===== src/design/isgbd_pkg.sv =====
package isgbd_pkg;

    // Field widths fixed by the sample and result formats
    localparam int TS_W     = 48;
    localparam int SAMPLE_W = 32;
    localparam int COUNT_W  = 11;
    localparam int CFG_IDX_W  = 3;
    localparam int CFG_DATA_W = 48;

    // Operation codes
    localparam logic OP_SAMPLE = 1'b0;
    localparam logic OP_CLEAR  = 1'b1;

    // Configuration register indexes
    localparam logic [CFG_IDX_W-1:0] CFG_WINDOW_DURATION = 3'd0;
    localparam logic [CFG_IDX_W-1:0] CFG_GYRO_MEAN_LIMIT = 3'd1;
    localparam logic [CFG_IDX_W-1:0] CFG_ACCEL_MEAN_LIMIT = 3'd2;
    localparam logic [CFG_IDX_W-1:0] CFG_GYRO_VAR_LIMIT = 3'd3;
    localparam logic [CFG_IDX_W-1:0] CFG_ACCEL_VAR_LIMIT = 3'd4;
    localparam logic [CFG_IDX_W-1:0] CFG_GRAVITY_MAG = 3'd5;

    // Configuration reset values
    localparam logic [23:0] RST_WINDOW_DURATION = 24'd1000000;
    localparam logic [30:0] RST_GYRO_MEAN_LIMIT = 31'd10486;
    localparam logic [30:0] RST_ACCEL_MEAN_LIMIT = 31'd19661;
    localparam logic [47:0] RST_GYRO_VAR_LIMIT = 48'd1099512;
    localparam logic [47:0] RST_ACCEL_VAR_LIMIT = 48'd42950;
    localparam logic [23:0] RST_GRAVITY_MAG = 24'd642908;

    typedef struct packed {
        logic [23:0] window_duration_us;
        logic [30:0] gyro_mean_limit;
        logic [30:0] accel_mean_limit;
        logic [47:0] gyro_var_limit;
        logic [47:0] accel_var_limit;
        logic [23:0] gravity_mag;
    } cfg_t;

    // One classified command waiting in the queue
    typedef struct packed {
        logic                              is_clear;
        logic [TS_W-1:0]                   ts;
        logic [2:0][SAMPLE_W-1:0]          gyro;
        logic [2:0][SAMPLE_W-1:0]          accel;
    } cmd_t;

    // One row of the sample store
    typedef struct packed {
        logic [TS_W-1:0]                   ts;
        logic [2:0][SAMPLE_W-1:0]          gyro;
        logic [2:0][SAMPLE_W-1:0]          accel;
    } row_t;

endpackage


===== src/design/isgbd_if.sv =====
interface isgbd_in_if;
    logic                                  valid;
    logic                                  ready;
    logic                                  operation;
    logic [isgbd_pkg::TS_W-1:0]            timestamp_us;
    logic signed [isgbd_pkg::SAMPLE_W-1:0] gyro_x;
    logic signed [isgbd_pkg::SAMPLE_W-1:0] gyro_y;
    logic signed [isgbd_pkg::SAMPLE_W-1:0] gyro_z;
    logic signed [isgbd_pkg::SAMPLE_W-1:0] accel_x;
    logic signed [isgbd_pkg::SAMPLE_W-1:0] accel_y;
    logic signed [isgbd_pkg::SAMPLE_W-1:0] accel_z;

    modport source (
        output valid, operation, timestamp_us, gyro_x, gyro_y, gyro_z,
               accel_x, accel_y, accel_z,
        input  ready
    );
    modport sink (
        input  valid, operation, timestamp_us, gyro_x, gyro_y, gyro_z,
               accel_x, accel_y, accel_z,
        output ready
    );
endinterface



===== src/design/isgbd_front.sv =====
module isgbd_front (
    input  logic               clk,
    input  logic               rst_n,
    isgbd_in_if.sink           sample_in,
    output logic               q_valid,
    output isgbd_pkg::cmd_t    q_data,
    input  logic               q_pop
);

    isgbd_pkg::cmd_t slot_reg [2];
    logic            wr_ptr_reg;
    logic            wr_ptr_next;
    logic            rd_ptr_reg;
    logic            rd_ptr_next;
    logic [1:0]      fill_reg;
    logic [1:0]      fill_next;
    logic            push;
    isgbd_pkg::cmd_t cmd;

    // Classify the incoming transaction
    always_comb
    begin
        cmd.is_clear = (sample_in.operation == isgbd_pkg::OP_CLEAR);
        cmd.ts       = sample_in.timestamp_us;
        cmd.gyro     = {sample_in.gyro_z, sample_in.gyro_y, sample_in.gyro_x};
        cmd.accel    = {sample_in.accel_z, sample_in.accel_y, sample_in.accel_x};
    end

    assign sample_in.ready = (fill_reg != 2'd2);
    assign push            = sample_in.valid && sample_in.ready;
    assign q_valid         = (fill_reg != 2'd0);
    assign q_data          = slot_reg[rd_ptr_reg];

    // Advance queue pointers
    always_comb
    begin
        wr_ptr_next = push ? ~wr_ptr_reg : wr_ptr_reg;
        rd_ptr_next = q_pop ? ~rd_ptr_reg : rd_ptr_reg;
        fill_next   = fill_reg + {1'b0, push} - {1'b0, q_pop};
    end

    always_ff @(posedge clk or negedge rst_n)
    begin
        if (!rst_n)
        begin
            wr_ptr_reg <= 1'b0;
            rd_ptr_reg <= 1'b0;
            fill_reg   <= 2'd0;
        end
        else
        begin
            wr_ptr_reg <= wr_ptr_next;
            rd_ptr_reg <= rd_ptr_next;
            fill_reg   <= fill_next;
        end
    end

    // Hold queued commands
    always_ff @(posedge clk)
    begin
        if (push)
        begin
            slot_reg[wr_ptr_reg] <= cmd;
        end
    end

endmodule


===== src/flat_wrapper.sv =====
// flat-port wrapper written by rule: the top's interface ports become plain ports
module isgbd_front_flat 
  (clk, rst_n, q_valid, q_data, q_pop, sample_in_valid, sample_in_operation, sample_in_timestamp_us, sample_in_gyro_x, sample_in_gyro_y, sample_in_gyro_z, sample_in_accel_x, sample_in_accel_y, sample_in_accel_z, sample_in_ready);
  isgbd_in_if sample_in_i ();
  input  logic clk;
  input  logic rst_n;
  output logic q_valid;
  output isgbd_pkg::cmd_t q_data;
  input  logic q_pop;
  input wire logic [$bits(sample_in_i.valid)-1:0] sample_in_valid;
  input wire logic [$bits(sample_in_i.operation)-1:0] sample_in_operation;
  input wire logic [$bits(sample_in_i.timestamp_us)-1:0] sample_in_timestamp_us;
  input wire logic [$bits(sample_in_i.gyro_x)-1:0] sample_in_gyro_x;
  input wire logic [$bits(sample_in_i.gyro_y)-1:0] sample_in_gyro_y;
  input wire logic [$bits(sample_in_i.gyro_z)-1:0] sample_in_gyro_z;
  input wire logic [$bits(sample_in_i.accel_x)-1:0] sample_in_accel_x;
  input wire logic [$bits(sample_in_i.accel_y)-1:0] sample_in_accel_y;
  input wire logic [$bits(sample_in_i.accel_z)-1:0] sample_in_accel_z;
  output wire logic [$bits(sample_in_i.ready)-1:0] sample_in_ready;
  assign sample_in_i.valid = sample_in_valid;
  assign sample_in_i.operation = sample_in_operation;
  assign sample_in_i.timestamp_us = sample_in_timestamp_us;
  assign sample_in_i.gyro_x = sample_in_gyro_x;
  assign sample_in_i.gyro_y = sample_in_gyro_y;
  assign sample_in_i.gyro_z = sample_in_gyro_z;
  assign sample_in_i.accel_x = sample_in_accel_x;
  assign sample_in_i.accel_y = sample_in_accel_y;
  assign sample_in_i.accel_z = sample_in_accel_z;
  assign sample_in_ready = sample_in_i.ready;
  isgbd_front u_core (.clk(clk), .rst_n(rst_n), .sample_in(sample_in_i), .q_valid(q_valid), .q_data(q_data), .q_pop(q_pop));
endmodule

===== config.mk =====
export PLATFORM = sky130hd
export DESIGN_NAME = isgbd_front_flat
export DESIGN_NICKNAME = d
export VERILOG_FILES = /design/src/design/isgbd_pkg.sv /design/src/design/isgbd_if.sv /design/src/design/isgbd_front.sv /design/src/flat_wrapper.sv
export SDC_FILE = /design/constraint.sdc
export NUM_CORES = 1
export LEC_CHECK = 0
export BUFFER_PORTS_ARGS = -buffer_cell sky130_fd_sc_hd__buf_2
export CAP_MARGIN = 25
export CORE_AREA = 2 2 188 190
export DETAILED_ROUTE_END_ITERATION = 8
export DIE_AREA = 0 0 190 192
export GPL_ROUTABILITY_DRIVEN = 0
export PLACE_DENSITY = 0.83
export SLEW_MARGIN = 10
export SYNTH_ARGS = -nofsm -noshare
export SYNTH_HDL_FRONTEND = slang
export SYNTH_SLANG_ARGS = --single-unit

===== constraint.sdc =====
create_clock -name clk -period 35.9 [get_ports clk]
set_clock_uncertainty 0.15 [all_clocks]
set_input_delay 7.18 -clock clk [delete_from_list [all_inputs] [get_ports clk]]
set_output_delay 7.18 -clock clk [all_outputs]
set_load 0.01 [all_outputs]

==> results of run 1 <==
[cells by family after synthesis]
family / synth area share
adders and majority gates: 0.0006826
DFF: 0.7952
xor gates and xnor gates: 0.001912
and+or+nand+nor: 0.001981
buffers and inverters: 0.01475
muxes: 0.1855
[power by group through the flow]
stage,Clock (W),Combinational (W),Sequential (W)
3_3_place_gp,0,0.000583,0.000828
3_5_place_dp,0,0.000590,0.000838
2_1_floorplan,0,0.000416,0.000854
4_1_cts,0.000477,0.000592,0.000828
6_report,0.000466,0.000588,0.000827
5_1_grt,0.000498,0.000624,0.000837
[cell type report]
| class | instances | area (µm²) |
|---|---|---|
| inverter | 1 | 3.754 |
| sequential | 486 | 14580 |
| tap | 455 | 569.3 |
| antenna | 11 | 27.53 |
| multi-input combinational | 254 | 3496 |
| clock buffer | 59 | 1264 |
| fill | 2272 | 11610 |
| timing repair buffer | 495 | 2542 |
| clock inverter | 28 | 197.7 |
[worst reg2reg max path: cells and delay by family, from the launching register on]
| family | cells | cell delay, ns |
|---|---|---|
| buffers and inverters | 1 | 0.55 |
| AND/OR/NAND/NOR | 2 | 1.03 |
| flip-flops | 1 | 0.39 |
[worst max path at each step]
stage | from | end | slack [ns] | cells after the start
2_1_floorplan | sample_in_valid | u_core.slot_reg[0][0] | 17.63 | 2
3_3_place_gp | u_core.rd_ptr_reg | q_data[240] | 25.99 | 3
3_5_place_dp | u_core.rd_ptr_reg | q_data[22] | 25.98 | 3
4_1_cts | u_core.rd_ptr_reg | q_data[22] | 25.36 | 3
5_1_grt | u_core.rd_ptr_reg | q_data[22] | 25.26 | 3
6_report | u_core.rd_ptr_reg | q_data[35] | 25.37 | 3
[layout by cell type (no fill, tap or decap)]
cell type	instances
sky130_fd_sc_hd__nand2_1	2
sky130_fd_sc_hd__edfxtp_1	482
sky130_fd_sc_hd__dfrtp_4	1
sky130_fd_sc_hd__nand2b_1	1
sky130_fd_sc_hd__ha_1	1
sky130_fd_sc_hd__and3_4	1
sky130_fd_sc_hd__xor2_1	2
sky130_fd_sc_hd__bufinv_16	2
sky130_fd_sc_hd__clkbuf_1	10
sky130_fd_sc_hd__mux2_2	61
sky130_fd_sc_hd__or2_2	1
sky130_fd_sc_hd__nor2_4	1
sky130_fd_sc_hd__xnor2_1	2
sky130_fd_sc_hd__mux2i_1	1
sky130_fd_sc_hd__clkinvlp_4	2
sky130_fd_sc_hd__buf_16	1
sky130_fd_sc_hd__dfrtp_1	3
sky130_fd_sc_hd__buf_4	5
sky130_fd_sc_hd__inv_6	5
sky130_fd_sc_hd__inv_1	1
sky130_fd_sc_hd__clkinv_1	13
sky130_fd_sc_hd__clkbuf_16	49
sky130_fd_sc_hd__buf_2	487
sky130_fd_sc_hd__buf_12	2
sky130_fd_sc_hd__diode_2	11
sky130_fd_sc_hd__nor2b_1	1
sky130_fd_sc_hd__clkinv_2	6
sky130_fd_sc_hd__mux2_4	180
[metal layers]
layer  global-route usage  part of all wire  vias to the layer above
li1                     -                 -                     4116
met2               0.3471              0.53                      406
met1               0.2219              0.35                     4461
met5                    0            0.0013                        -
met3              0.05609             0.076                       98
met4               0.1094             0.040                        8
[metrics by stage]
stage                     total power, W  hold slack (ns)  cell area (µm²)  utilization  std cells
after floorplan                 0.001270           0.3104            18330            -        768
after global placement          0.001411           0.3924            21160       0.6172       1690
after detailed placement        0.001428           0.4014            21160       0.6172       1690
after CTS                       0.001897           0.4356            22620       0.6598       1777
after global routing            0.001958           0.4565            22680       0.6613       1788
final                           0.001880           0.4280            22680       0.6614       1789
==> impl.org, run 1 <==
** Run status
- Status :: finished clean

** Global routing
- Entering global routing, the biggest net connects 174 pins.
- Global-route wire length before repair :: roughly 54000 µm
- Antenna violations before repair :: 15
- Number of global-route vias before repair :: 9580
- Global routing finished with a remaining overflow of 0.
- GRT Util Overall :: 0.1993

** Critical path
- Startpoint kind of the worst setup timing path :: register
- In this run the critical register-to-register path is captured at u_core.slot_reg[1][135].
- Measured in cells, the most critical reg-to-reg path has a length of 3.
- STA puts the critical path data arrival time at about 3.2 ns.
- For the worst setup path, the data required time is 28.57 ns.
- Buf+Inv Stages, Crit Path :: 2
- Top delay family on crit path :: flip-flops
- Cells along the critical path :: buf_12 > mux2_2 > buf_2
- The worst register-to-register path begins at u_core.fill_reg[0].
- Critical path start-end classification :: reg -> out
- In this run the worst path has a maximum fanout of 124.
- CP max stage cell :: sky130_fd_sc_hd__dfrtp_4
- For this run, the slowest stage of the critical path takes ~1.1 ns.
- The setup check on the worst reg-to-reg path leaves a slack of 32.87 ns.
- CP endpoint kind :: primary output

** Clock network
- TritonCTS created 48 clock buffers.
- # Post-CTS Setup Buffers :: 0
- After clock tree synthesis, the flow added hold-fix buffers numbering 0.
- Clock latency on the worst-skew pair, taken at its later pin, is 0.56 ns.
- In this run the deepest clock path goes through 3 buffers.
- The H-tree generated during clock tree synthesis spans 2 levels.
- Post-CTS resize count :: 0
- Clock tree from TritonCTS :: built
- Clock root buffer master :: sky130_fd_sc_hd__clkbuf_16
- Number of sinks on the clock net :: 486
- CTS clk-pin slew, worst paths :: 0.06 ns

** Cells and area
- The register with the most flip-flops in the layout has 482 of them.
- Proportion of layout cells with a drive suffix above 1 :: 0.6077
- Number of nets at the end of the flow :: 1532
- Area Growth Syn to Fin :: 23.74%

** Routing
- First-pass iteration count of the detailed router :: 5
- Summed over all layers, the routed wires come to 37600 µm.
- Post-detailed-route count of antenna-violating nets :: 0
- In the routed design, unresolved DRC markers number 0.
- In the routed layout, each cell is associated on average with a via count of 5.080.
- For this block, the initial DRC count from the detailed router was 424.
- Number of vias after detailed routing :: 9089
- After detailed routing, the average wire length per cell comes to approximately 21 µm.

** Yosys
- In this run the cell area of the synthesized design comes to 18330 µm².
- By area the synthesized netlist is led by sky130_fd_sc_hd__edfxtp_1, sky130_fd_sc_hd__mux2_4, sky130_fd_sc_hd__mux2_2.
- The number of nets in the synthesized netlist is between 1000 and 1500.
- Top cell type's share of synthesized area :: 0.7897
- Most used flip-flop cell after synthesis :: sky130_fd_sc_hd__edfxtp_1
- Number of warning messages in the yosys log :: 0
- For this run, the register share of the synthesized area comes to 0.7952.
- Cell type with the largest total area after synthesis :: sky130_fd_sc_hd__edfxtp_1
- Post-Syn Area per Cell :: between 20 and 25 µm²
- The synthesized design contains 486 register bits.
- In this run, distinct cell masters in the synthesized netlist total 17.
- In the synthesized netlist the async set-or-reset flop fraction comes to 0.008230.
- Count leader, synth :: sky130_fd_sc_hd__edfxtp_1
- Post-synthesis cell count :: 768
- The synthesized design contains 482 enable-type register cells.
- In the synthesized netlist, the cells that appear most often are sky130_fd_sc_hd__edfxtp_1, sky130_fd_sc_hd__mux2_4, sky130_fd_sc_hd__mux2_2.

** Floorplan
- Placeable core area :: 34290 µm²
- The die is 192 µm tall.
- Horiz. Die Dim :: 190 µm
- After floorplanning, the core was divided into 68 placement rows.
- The die covers 36480 µm².
- The initial utilization of the core area, before any placement, comes to 0.5345.
- Top Ports :: 488

** Placement
- The wire-length estimate of the detail-placed layout is around 25000 µm.
- IO Port Bufs :: 487
- Prior to clock tree synthesis, the placed netlist has a worst setup slack of 25.98 ns.

** Power
- In this run the power spent charging and discharging nets is 0.0005459 W.
- Portion of total power attributed to combinational logic :: 0.313
- Of the total power, the share spent switching nets is 0.2903.
- In this run the static leakage power is 8.964 nW.
- P_int :: roughly 0.0013 W
- For this design the ratio of total power to cell area is 82.92 nW/µm².
- Clk network pwr share :: 0.248
- Worst vdd rail ir drop :: between 0.07 and 0.08 mV
- Seq pwr share :: 0.440

** STA
- Of the available clock period, the critical path in the final layout requires 0.2934.
- Clock period minus final worst setup slack :: 10.53 ns
- In this run the tightest slew margin relative to its limit is 0.1051.
- For the pin with the worst max-slew slack, the measured transition is 1.342 ns.
- After layout, the worst setup slack is about 25 ns.
- Setup violators final :: 0
- Max Transition Viols Final :: 0
- Setup repair after global routing left no endpoint under its margin.
- After routing, the total negative slack on setup checks comes to 0 ns.
- Max frequency :: 94.95 MHz
- Number of hold violations in the final report :: 0

** Flow run
- Max-capacitance violation count :: 0

** Min path
- The worst hold path begins at u_core.wr_ptr_reg.
- The path with the worst hold slack has its endpoint at u_core.wr_ptr_reg.
- Along the worst hold path, the cell count comes to 1.
- The min-delay analysis places its worst path in the category reg -> reg.
No activity file was read; power rests on OpenSTA's default activity.
==> run 2: changes to the inputs <==
- CORE_AREA: 2 2 188 190 -> default
- CORE_UTILIZATION: default -> 53
- DIE_AREA: 0 0 190 192 -> default
- PLACE_DENSITY: 0.83 -> 0.82
- clock period: 35.9 -> 9.73 ns (I/O delays scaled with it)
==> run 2 against run 1 <==
  * Utilization rose by 1.3 points
  * Final area is 0.47% higher
  * Hold slack lost 0.010 ns
  * Combinational power rose to 3.7 times the previous value
  * Critical path type unchanged
  * Critical path depth did not move
  * Final cell count shrank 0.34%
  * Non-clock buffer count is 1 higher
  * Total power grew to 3.7 times the previous value
  * Routed wire length decreased by 1.2%
  * First-iteration DRC count grew 16%
  * Via count about the same
  * Sequential share of layout area decreased by 0.30 points
==> impl.org, run 2 (synthesized netlist as in run 1, its figures left out) <==
** Min path
- Number of cells traversed by the worst hold path :: 1
- In this run the worst hold path is classified as reg -> reg.

** Routing
- The first detailed-routing pass ran for 4 iterations.
- Summing over every cut layer, the via total after detailed routing is approximately 9000.
- Overall routed net length :: 37150 µm
- Post-detailed-route count of antenna-violating nets :: 0
- The detailed router finished its first iteration with 492 violations.
- Avg Vias per Cell :: 5.102
- Post-route DRC violation count :: 0
- In the final routed layout, each cell accounts on average for 20.84 µm.

** Clock network
- CTS placed an instance of sky130_fd_sc_hd__clkbuf_16 at the clock tree root.
- Clock insertion delay at the later pin of the skew report :: 0.57 ns
- TritonCTS Buffers :: 48
- Clock tree from TritonCTS :: built
- Post-CTS repair changed the size of 0 cells.
- H-tree level count :: 2
- The clock drives 486 sinks.
- CTS clk-pin slew, worst paths :: 0.06 ns
- In this run the post-CTS setup repair buffer count came out at 0.
- The clock passes through at most 3 buffers.
- Hold-fix buffers, CTS :: 0

** Critical path
- CP endpoint kind :: primary output
- At the worst endpoint, the arrival time is between 2 and 3 ns.
- For the worst setup path, the data required time is between 7 and 8 ns.
- Setup slack on the worst reg-to-reg path comes out at 6.37 ns.
- Critical path start-end classification :: reg -> out
- Of all nets on the critical path, the largest fanout is 131.
- Startpoint kind of the worst setup timing path :: register
- Cell count of the worst reg-to-reg path :: 4

** Placement
- Input and output buffers added on the ports amount to 487.
- Pre-CTS setup slack :: 4.887 ns
- Once detailed placement completed, the half-perimeter wirelength came to around 25000 µm.
- Including well taps, the total number of placed cells is around 1700.

** Global routing
- Entering global routing, the biggest net connects 138 pins.
- The layer flagged by global routing as most heavily used is met2.
- Total global routing overflow :: 0
- Number of global-route vias before repair :: ~9600
- Global-route wire length before repair :: 53320 µm
- The initial antenna violation count is 13.
- For this run, global-route usage on met3 was measured as 0.05877.
- For this run, global-route usage on met1 was measured as 0.2137.
- Routing usage on met2 :: 0.3736
- GRT Util Overall :: 0.2028

** Floorplan
- The floorplan step set the die height to around 190 µm.
- The core region is 33780 µm².
- The die covers 35330 µm².
- Top Ports :: 488
- Horiz. Die Dim :: 188.0 µm
- The initial utilization of the core area, before any placement, comes to 0.5425.
- Std-Cell Rows :: 67

** Power
- Of the total power, combinational logic draws 0.311.
- Clk network pwr share :: 0.259
- Areal power density over the cells :: 308.7 nW/µm²
- P_int :: 0.005014 W
- For this design the static power due to leakage is 9.024 nW.
- Of the total power, registers draw 0.430.
- Of the total power, the share spent switching nets is 0.2872.
- In this run the power spent charging and discharging nets is 0.002020 W.
- The worst-case IR drop observed on VDD is 0.2749 mV.
- Final total power :: around 0.007 W

** Cells and area
- The register with the most flip-flops in the layout has 482 of them.
- Area Growth Syn to Fin :: 24.32%
- Area taken by flip-flops and latches :: 14580 µm²
- The filler cells instantiated in the layout total 2162.
- The net count of the finished layout is 1533.
- Total area of multi-input combinational cells :: ~3500 µm²
- For this run, the number of standard cells in the final layout without fillers is 1783.
- Most frequent cells in the layout :: sky130_fd_sc_hd__buf_2, sky130_fd_sc_hd__edfxtp_1, sky130_fd_sc_hd__mux2_4
- Of the cells placed in the final design, the portion with a size suffix greater than 1 is 0.6113.
- Leaving out fill and tap cells, the most frequent cell in the layout is sky130_fd_sc_hd__buf_2.

** Run status
- Status :: finished clean

** STA
- Worst rel slew slack :: 0.3198
- Setup violators final :: 0
- Number of hold violations in the final report :: 0
- Slew of the pin with the lowest slew margin :: 1.020 ns
- Hold is met by 0.4177 ns.
- Setup repair after global routing left no endpoint under its margin.
- Total negative setup slack :: 0 ns
- Derived from the worst setup path, the maximum achievable clock frequency is 200.1 MHz.
- Max Transition Viols Final :: 0
- The worst path in the final design needs a cycle of 4.998 ns, including I/O delays and setup.
- Dividing the final minimum period by the clock period gives 0.5136.
- In the post-route analysis, the smallest setup slack over all paths is 4.732 ns.

** Flow run
- Max-capacitance violation count :: 0
[run 2: changes by cell type in the layout (fill, tap and decap cells not counted), sizes merged]
cell and delta:
buf +1, bufinv +4, clkbuf -3, diode -1
[run 2: worst paths after layout]
kind,from,end
setup reg to reg,u_core.fill_reg[1],u_core.slot_reg[1][180]
max in group asynchronous,rst_n,u_core.rd_ptr_reg
setup / recovery,u_core.rd_ptr_reg,q_data[6]
hold / removal,u_core.wr_ptr_reg,u_core.wr_ptr_reg
hold reg to reg,u_core.wr_ptr_reg,u_core.wr_ptr_reg
min in group asynchronous,rst_n,u_core.fill_reg[0]
[run 2: per-stage QoR]
step                        util  area, µm²
after global routing      0.6744      22780
final                     0.6744      22780
after global placement    0.6263      21160
after floorplan                -      18330
after detailed placement  0.6263      21160
after CTS                 0.6729      22730
[run 2: routing by layer]
metal  vias to the layer above  wire length (µm)  part of all wire
li1                       4122                 -                 -
met1                      4508             13310              0.36
met2                       388             19950              0.54
met3                        75              2551             0.069
met4                         4              1311             0.035
met5                         -                30           0.00081
[run 2: worst max-delay path, stage by stage, from the launching register on]
cell                      delay (ns)
sky130_fd_sc_hd__dfrtp_4        0.82
sky130_fd_sc_hd__buf_12         0.60
sky130_fd_sc_hd__mux2_2         0.46
sky130_fd_sc_hd__buf_2          0.16
[run 2: cell type report]
| class | count | area share |
|---|---|---|
| flip-flops and latches | 486 | 0.6398 |
| well taps | 448 | 0.02460 |
| clock buffers | 56 | 0.05497 |
| inverters | 1 | 0.0001647 |
| clock inverters | 32 | 0.01400 |
| diodes | 10 | 0.001098 |
| multi-input cells | 254 | 0.1534 |
| repair buffers | 496 | 0.1119 |
[run 2: power groups by stage]
stage                     combinational [W]  sequential (W)  clock [W]
final                               0.00219         0.00302    0.00183
after global routing                0.00231         0.00306    0.00193
after CTS                           0.00220         0.00302    0.00186
after detailed placement            0.00219         0.00306          0
after global placement              0.00217         0.00302          0
after floorplan                     0.00154         0.00310          0
